### src/rtl/wheel_speed_from_pulse_period_top_assert.svh
`ifndef WHEEL_SPEED_FROM_PULSE_PERIOD_TOP_ASSERT_SVH
`define WHEEL_SPEED_FROM_PULSE_PERIOD_TOP_ASSERT_SVH

// same-cycle implication, disabled in reset
`define WSP_ASSERT_NOW(label, clk, rstn, ante, cons) \
  label: assert property (@(posedge clk) disable iff (!rstn) (ante) |-> (cons)) \
    else $error("wsp assertion failed");

// next-cycle implication, disabled in reset
`define WSP_ASSERT_NEXT(label, clk, rstn, ante, cons) \
  label: assert property (@(posedge clk) disable iff (!rstn) (ante) |=> (cons)) \
    else $error("wsp assertion failed");

`endif

### src/rtl/wsp_pkg.sv
package wsp_pkg;

  localparam int unsigned TIME_WIDTH_DEF  = 48;
  localparam int unsigned SPEED_WIDTH_DEF = 32;

  localparam int unsigned CIRC_W = 16;
  localparam int unsigned TOUT_W = 32;
  localparam int unsigned CFG_W  = 32;

  localparam int unsigned US_W   = 20;
  localparam int unsigned NUM_W  = CIRC_W + US_W;

  localparam logic [US_W-1:0]   US_PER_SECOND = US_W'(1000000);
  localparam logic [CIRC_W-1:0] CIRC_RESET    = CIRC_W'(1277);
  localparam logic [TOUT_W-1:0] TOUT_RESET    = TOUT_W'(3000000);

  typedef enum logic {
    CFG_CIRC = 1'b0,
    CFG_TOUT = 1'b1
  } cfg_idx_e;

endpackage

### src/rtl/wsp_div.sv
module wsp_div import wsp_pkg::*; #(
  parameter int unsigned TIME_WIDTH = TIME_WIDTH_DEF
) (
  input  logic                  clk_i,
  input  logic                  rst_ni,
  input  logic                  start_i,
  input  logic [NUM_W-1:0]      num_i,
  input  logic [TIME_WIDTH-1:0] den_i,
  output logic                  done_o,
  output logic [NUM_W-1:0]      quo_o
);

  localparam int unsigned DW    = ((TIME_WIDTH > NUM_W) ? TIME_WIDTH : NUM_W) + 1;
  localparam int unsigned CNT_W = $clog2(NUM_W);

  logic                  busy_q, busy_d;
  logic [CNT_W-1:0]      cnt_q, cnt_d;
  logic [NUM_W-1:0]      num_q, num_d;
  logic [NUM_W-1:0]      quo_q, quo_d;
  logic [DW-2:0]         rem_q, rem_d;
  logic [TIME_WIDTH-1:0] den_q, den_d;
  logic [DW-1:0]         trial;
  logic [DW-1:0]         den_x;
  logic                  fits;

  assign trial = {rem_q, num_q[NUM_W-1]};
  assign den_x = DW'(den_q);
  assign fits  = (trial >= den_x);

  always_comb begin
    busy_d = busy_q;
    cnt_d  = cnt_q;
    num_d  = num_q;
    quo_d  = quo_q;
    rem_d  = rem_q;
    den_d  = den_q;
    if (start_i && !busy_q) begin
      busy_d = 1'b1;
      cnt_d  = CNT_W'(NUM_W - 1);
      num_d  = num_i;
      quo_d  = '0;
      rem_d  = '0;
      den_d  = den_i;
    end else if (busy_q) begin
      rem_d = fits ? (DW-1)'(trial - den_x) : trial[DW-2:0];
      quo_d = {quo_q[NUM_W-2:0], fits};
      num_d = {num_q[NUM_W-2:0], 1'b0};
      cnt_d = cnt_q - CNT_W'(1);
      if (cnt_q == '0) begin
        busy_d = 1'b0;
      end
    end
  end

  always_ff @(posedge clk_i or negedge rst_ni) begin
    if (!rst_ni) begin
      busy_q <= 1'b0;
      cnt_q  <= '0;
    end else begin
      busy_q <= busy_d;
      cnt_q  <= cnt_d;
    end
  end

  always_ff @(posedge clk_i) begin
    num_q <= num_d;
    quo_q <= quo_d;
    rem_q <= rem_d;
    den_q <= den_d;
  end

  assign done_o = busy_q && (cnt_q == '0);
  assign quo_o  = quo_q;

endmodule

### src/rtl/wheel_speed_from_pulse_period_top.sv
// Period-based wheel tachometer.
// Input channel: in_valid_i / in_stall_o carry one word, a microsecond
// timestamp and a pulse flag. Output channel: out_valid_o / out_stall_i
// carry one word per input word, the speed in circumference units per
// second and a stopped flag. Configuration: cfg_we_i writes cfg_wdata_i to
// register cfg_idx_i (0 = wheel circumference, 1 = stop timeout in us).
// A pulse that follows an earlier pulse runs a radix-2 divide of
// circumference * 1000000 by the period (a zero period gives the maximum
// speed): a multiply step, the divide steps, a saturate step and a write
// step, in that order. All other words go straight to the write step. The
// divider steps one quotient bit per cycle; in_stall_o is high until the
// word is finished, so a new word is taken only after the last one is done.
// When the receiver stalls, the finished word waits in the output register;
// a new input word is still accepted and worked on, and stalls only when its
// own result is ready to be written. Reset clears the pulse history and the
// speed, and loads the default circumference (1277) and timeout (3000000).
module wheel_speed_from_pulse_period_top import wsp_pkg::*; #(
  parameter int unsigned TIME_WIDTH  = TIME_WIDTH_DEF,
  parameter int unsigned SPEED_WIDTH = SPEED_WIDTH_DEF
) (
  input  logic                   clk_i,
  input  logic                   rst_ni,
  input  logic                   cfg_we_i,
  input  logic                   cfg_idx_i,
  input  logic [CFG_W-1:0]       cfg_wdata_i,
  input  logic                   in_valid_i,
  output logic                   in_stall_o,
  input  logic [TIME_WIDTH-1:0]  timestamp_us_i,
  input  logic                   pulse_seen_i,
  output logic                   out_valid_o,
  input  logic                   out_stall_i,
  output logic [SPEED_WIDTH-1:0] speed_per_second_o,
  output logic                   stopped_o
);

`include "wheel_speed_from_pulse_period_top_assert.svh"

  localparam int unsigned QX = (NUM_W > SPEED_WIDTH) ? NUM_W : SPEED_WIDTH;
  localparam logic [SPEED_WIDTH-1:0] SPEED_MAX = {SPEED_WIDTH{1'b1}};

  typedef enum logic [4:0] {
    ST_IDLE = 5'b00001,
    ST_MUL  = 5'b00010,
    ST_DIV  = 5'b00100,
    ST_FIN  = 5'b01000,
    ST_WB   = 5'b10000
  } state_e;

  state_e                 state_q, state_d;
  logic [CIRC_W-1:0]      circ_q;
  logic [TOUT_W-1:0]      tout_q;
  logic [TIME_WIDTH-1:0]  last_q, last_d;
  logic                   seen_q, seen_d;
  logic [SPEED_WIDTH-1:0] speed_q, speed_d;
  logic                   stop_q, stop_d;
  logic [TIME_WIDTH-1:0]  den_q, den_d;
  logic                   ovld_q, ovld_d;
  logic [SPEED_WIDTH-1:0] ospeed_q, ospeed_d;
  logic                   ostop_q, ostop_d;

  logic                   in_acc;
  logic [TIME_WIDTH-1:0]  elapsed;
  logic                   div_start;
  logic                   div_done;
  logic [NUM_W-1:0]       div_num;
  logic [NUM_W-1:0]       div_quo;
  logic [QX-1:0]          quo_x;
  logic                   wb_go;

  assign in_acc    = in_valid_i && !in_stall_o;
  assign elapsed   = timestamp_us_i - last_q;
  assign div_start = (state_q == ST_MUL);
  assign div_num   = NUM_W'(circ_q) * NUM_W'(US_PER_SECOND);
  assign quo_x     = QX'(div_quo);
  assign wb_go     = !ovld_q || !out_stall_i;

  wsp_div #(
    .TIME_WIDTH (TIME_WIDTH)
  ) u_div (
    .clk_i   (clk_i),
    .rst_ni  (rst_ni),
    .start_i (div_start),
    .num_i   (div_num),
    .den_i   (den_q),
    .done_o  (div_done),
    .quo_o   (div_quo)
  );

  always_comb begin
    state_d  = state_q;
    last_d   = last_q;
    seen_d   = seen_q;
    speed_d  = speed_q;
    stop_d   = stop_q;
    den_d    = den_q;
    ovld_d   = ovld_q && out_stall_i;
    ospeed_d = ospeed_q;
    ostop_d  = ostop_q;
    case (state_q)
      ST_IDLE: begin
        if (in_acc) begin
          state_d = ST_WB;
          if (pulse_seen_i) begin
            last_d = timestamp_us_i;
            seen_d = 1'b1;
            stop_d = 1'b0;
            if (seen_q) begin
              if (elapsed == '0) begin
                speed_d = SPEED_MAX;
              end else begin
                den_d   = elapsed;
                state_d = ST_MUL;
              end
            end
          end else if (!seen_q || (elapsed > TIME_WIDTH'(tout_q))) begin
            speed_d = '0;
            stop_d  = 1'b1;
          end else begin
            stop_d = 1'b0;
          end
        end
      end
      ST_MUL: begin
        state_d = ST_DIV;
      end
      ST_DIV: begin
        if (div_done) begin
          state_d = ST_FIN;
        end
      end
      ST_FIN: begin
        speed_d = (quo_x > QX'(SPEED_MAX)) ? SPEED_MAX : SPEED_WIDTH'(div_quo);
        state_d = ST_WB;
      end
      ST_WB: begin
        if (wb_go) begin
          ovld_d   = 1'b1;
          ospeed_d = speed_q;
          ostop_d  = stop_q;
          state_d  = ST_IDLE;
        end
      end
      default: begin
        state_d = ST_IDLE;
      end
    endcase
  end

  always_ff @(posedge clk_i or negedge rst_ni) begin
    if (!rst_ni) begin
      state_q <= ST_IDLE;
      circ_q  <= CIRC_RESET;
      tout_q  <= TOUT_RESET;
      last_q  <= '0;
      seen_q  <= 1'b0;
      speed_q <= '0;
      stop_q  <= 1'b0;
      ovld_q  <= 1'b0;
    end else begin
      state_q <= state_d;
      last_q  <= last_d;
      seen_q  <= seen_d;
      speed_q <= speed_d;
      stop_q  <= stop_d;
      ovld_q  <= ovld_d;
      if (cfg_we_i) begin
        case (cfg_idx_e'(cfg_idx_i))
          CFG_CIRC: circ_q <= cfg_wdata_i[CIRC_W-1:0];
          CFG_TOUT: tout_q <= cfg_wdata_i[TOUT_W-1:0];
          default:  circ_q <= circ_q;
        endcase
      end
    end
  end

  always_ff @(posedge clk_i) begin
    den_q    <= den_d;
    ospeed_q <= ospeed_d;
    ostop_q  <= ostop_d;
  end

  assign in_stall_o         = (state_q != ST_IDLE);
  assign out_valid_o        = ovld_q;
  assign speed_per_second_o = ospeed_q;
  assign stopped_o          = ostop_q;

  `WSP_ASSERT_NEXT(a_no_div_without_pulse, clk_i, rst_ni,
                   in_acc && !pulse_seen_i, state_q == ST_WB)
  `WSP_ASSERT_NOW(a_stopped_means_zero, clk_i, rst_ni,
                  out_valid_o && stopped_o, speed_per_second_o == '0)
  `WSP_ASSERT_NOW(a_done_only_in_div, clk_i, rst_ni,
                  div_done, state_q == ST_DIV)
  `WSP_ASSERT_NEXT(a_pulse_sets_seen, clk_i, rst_ni,
                   in_acc && pulse_seen_i, seen_q && !stop_q)

endmodule

### config.mk
export PLATFORM = sky130hd
export DESIGN_NAME = wheel_speed_from_pulse_period_top
export DESIGN_NICKNAME = d
export VERILOG_FILES = /design/src/rtl/wsp_pkg.sv /design/src/rtl/wsp_div.sv /design/src/rtl/wheel_speed_from_pulse_period_top.sv
export VERILOG_INCLUDE_DIRS = /design/src /design/src/rtl
export SDC_FILE = /design/constraint.sdc
export NUM_CORES = 1
export LEC_CHECK = 0
export BUFFER_PORTS_ARGS = -buffer_cell sky130_fd_sc_hd__buf_2
export CORE_MARGIN = 1.5
export CORE_UTILIZATION = 35
export CTS_CLUSTER_DIAMETER = 50
export DETAILED_ROUTE_END_ITERATION = 8
export PLACE_DENSITY = 0.49
export SETUP_SLACK_MARGIN = 0.05
export SLEW_MARGIN = 5
export SYNTH_ARGS = -nofsm -noshare
export SYNTH_HDL_FRONTEND = slang
export SYNTH_SLANG_ARGS = --single-unit
### constraint.sdc
create_clock -name clk_i -period 5.2 [get_ports clk_i]
set_clock_uncertainty 0.05 [all_clocks]
set_input_delay 1.3 -clock clk_i [delete_from_list [all_inputs] [get_ports clk_i]]
set_output_delay 1.3 -clock clk_i [all_outputs]
set_load 0.01 [all_outputs]
==> flow_summary.yaml <==
place:
  io_buffers: 121
  place.gp.congestion: 0.885
  placed_area_um2: 28100
  place_inst: 3641
  hpwlAfterDp_mm: 47.8
sta:
  worst-slew-pin-transition_ps: 1090
  max_freq_mhz: 183
  rsz0062_at_grt: "true"
  final-setup-viol-count: 8
  period_needed_ps: 5450
  slew-limit-headroom_pct: 26.9
  whs_ps: 369
  final-max-slew-violation-count: 0
  finalHoldViolCount: 0
  fin_crit_sh_pct: 105
  final.setup.worst_slack_ps: -250
  finalSetupTns_ps: -1230
logic_synthesis:
  synthArstFlopShare_pct: 37.0
  synth.distinct_cells: 96
  synth_area_leader_cell: "edfxtp_1"
  synth_nets: 2826
  synth_area_per_cell_um2: 10.1
  yosys_warnings: 0
  ys_seq_area_share_pct: 40.5
  synth_area_um2: 24800
  synthTopCellsByCount: "ha_1, nand2_1, inv_1"
  synth_most_common_cell: "ha_1"
  synth_area_leaders: "edfxtp_1, dfrtp_1, ha_1"
  synth_flop_cell: "edfxtp_1"
  synth_top_area_share_pct: 19.2
  netlist_instances: 2449
  ys_seq_elements: 386
  synth_edf_count: 159
min_path:
  hp-class: "flip-flop to flip-flop"
clock_network:
  root_buffer: "clkbuf_16"
  clock_path_buffers: 3
  cts_tree: "yes"
  clock_sinks: 386
  clkTransAtPathRegs_ps: 60
  cts-buffers-inserted: 53
  clk_latency_ps: 620
  htree_levels: 2
  ctsHoldBuffers: 0
floorplanning:
  die_x_um: 269
  core.rowCount: 97
  core_um2: 70100
  start_util_pct: 35.4
  die_h_um: 269
  die_area_um2: 72500
  num_io_pins: 122
routing:
  wire_per_inst_um: 16.7
  ant_nets: 0
  remaining_drc_errors: 0
  dr.pass1.iters: 5
  routed_wl_mm: 62.7
  drt-initial-drc-count: 900
  vias: 19200
  avgViaCountPerCell: 5.12
outcome:
  status: "finished, violations left"
  violations: "setup timing"
worst_setup_path:
  crit_cells: 21
  worstPathMaxFanout: 4
  endpoint_kind: "flip-flop"
  timing.critical_path.mode_cell: "fa_1"
  rr_startpoint: "circ_q[2]"
  cp_slowest_cell: "dfstp_2"
  path_buf_inv: 4
  reg2regPathDepth: 21
  cp-endpoint: "u_div.num_q[34]"
  cp-startpoint: "circ_q[2]"
  reg2reg_to: "u_div.num_q[34]"
  cp_slowest_stage_delay_ps: 580
  r2r_slack_ps: -250
  arrival_ps: 5730
  path_delay_family: "adder cells"
  cp_data_required_time_ps: 5480
  worstPathCellList: "fa_1 > inv_1 > fa_1 > fa_1 > inv_1 > fa_1 > ha_1 > inv_1 > fa_1 > inv_2 > ha_4 > o21a_1 > o211ai_1 > a21o_1 > a32oi_2 > a41oi_2 > a211oi_2 > nor2_1 > a21oi_1 > xnor2_1 > o21ai_1"
  critical_path_class: "flip-flop to flip-flop"
  start_kind: "flip-flop"
global_routing:
  grt_use_total_pct: 17.2
  grt_pass1_wl_mm: 103
  antenna_found_initial: 0
  grt_max_degree: 83
  grt_pass1_vias: 19600
  overflow: 0
layout:
  drive_above_1_share_pct: 22.5
  fin_util_pct: 42.9
  areaGrowthSynthToFinish_pct: 21.3
  fin_area_um2: 30100
  n_antenna_cell: 0
  layout.cells.non_filler: 3753
  layout.nets: 3145
power:
  pwr-share-seq_pct: 19.5
  irDropWorstVdd_v: 0.000858
  comb_power_share_pct: 64.8
  power_leakage_nw: 13.7
  switching_share_pct: 42.0
  power.density_nw_per_um2: 767
  p_switching_w: 0.00969
  power_frac_clock_pct: 15.7
  p_int_w: 0.0134
run:
  cap_viol_max_count: 0
## cell families (layout without fill, tap and decap cells)
logic type	Yosys count	after routing	share of synthesized area, %
AOI/OAI and AO/OA	615	616	16.4
xor gates and xnor gates	98	98	3.46
adders and majority gates	290	290	16.4
buffers and inverters	302	665	5.16
DFF	386	386	40.5
muxes	131	131	5.74
and+or+nand+nor	627	627	12.4
## cells in the final DEF (no fill, tap or decap), types with 8 or more instances in the layout
master	n
ha_1	227
buf_4	224
nand2_1	221
inv_1	207
edfxtp_1	159
o21ai_0	146
nor2_1	127
a21oi_1	125
dfrtp_1	123
buf_2	120
mux2_2	91
dfxtp_1	84
a21o_1	67
nand4_1	57
clkbuf_16	55
fa_1	54
xnor2_1	52
a31oi_1	42
xor2_1	41
mux2i_1	40
nand3_1	37
a22o_1	36
nor3_1	31
nand2b_1	22
and3_1	21
nor2b_1	19
dfstp_2	19
and2_1	18
a211oi_1	17
o21a_1	15
or3_1	15
o21ai_1	12
a32oi_1	12
o21bai_1	11
a21oi_2	10
and4_1	8
a2111oi_0	8
nor4_1	8
o211ai_1	8
clkinv_2	8
## worst reg2reg max path, cell delays in order, from the launching register on
cell and delay, ps:
dfstp_2 580, fa_1 400, inv_1 80, fa_1 420
fa_1 490, inv_1 50, fa_1 430, ha_1 280
inv_1 40, fa_1 500, inv_2 50, ha_4 270
o21a_1 140, o211ai_1 90, a21o_1 170, a32oi_2 240
a41oi_2 180, a211oi_2 270, nor2_1 80, a21oi_1 170
xnor2_1 140, o21ai_1 70
## metrics by stage
stage | total power, W | setup slack [ps]
2_1_floorplan | 0.0140 | -134
3_3_place_gp | 0.0184 | -377
3_5_place_dp | 0.0185 | -470
4_1_cts | 0.0228 | -221
5_1_grt | 0.0252 | -471
6_report | 0.0231 | -250
## state kept, by name, summed over array words and instances (netlist names), 32 cells and up
| register | cells |
|---|---|
| den_q | 48 |
| last_q | 48 |
| u_div.den_q | 48 |
| u_div.rem_q | 48 |
| u_div.quo_o | 36 |
| speed_per_second_o | 32 |
| speed_q | 32 |
| tout_q | 32 |
## area by class of cell
class | count | area, um^2
Sequential cell | 386 | 10100
Clock inverter | 38 | 362
Clock buffer | 62 | 1430
Timing Repair Buffer | 353 | 2440
Multi-Input combinational cell | 1762 | 13800
Fill cell | 6903 | 40100
Tap cell | 940 | 1180
Inverter | 212 | 808
## what timing repair did
| item | in CTS | in global routing |
|---|---|---|
| setup endpoints to repair | 10 | 45 |
| pin swaps | 15 | 11 |
| cloned | 0 | 1 |
| gates resized for setup | 8 | 21 |
| setup buffers | 7 | 4 |
## layer usage
metal / GRT usage (%) / wire length [um] / share of wire (%)
met5: 0 / 0 / 0
met4: 4.42 / 1380 / 2.2
met3: 2.31 / 2000 / 3.2
met2: 28.9 / 29200 / 47
met1: 23.2 / 30100 / 48
## how the worst min path moves through the flow
stage              start               to  slack [ps]  cells after the start
6_report       den_q[24]  u_div.den_q[24]         370                      0
5_1_grt         den_q[5]   u_div.den_q[5]         380                      0
4_1_cts        den_q[34]  u_div.den_q[34]         370                      0
3_5_place_dp   den_q[12]  u_div.den_q[12]         350                      0
3_3_place_gp   den_q[17]  u_div.den_q[17]         350                      0
2_1_floorplan   den_q[0]   u_div.den_q[0]         350                      0
## power by group through the flow
stage	Clock [W]	Combinational, W	Sequential (W)
after CTS	0.00374	0.0145	0.00451
after global routing	0.00386	0.0167	0.00459
after detailed placement	0	0.0140	0.00456
after floorplan	0	0.00950	0.00446
final	0.00362	0.0149	0.00450
after global placement	0	0.0139	0.00453
No activity file was read; power rests on OpenSTA's default activity.
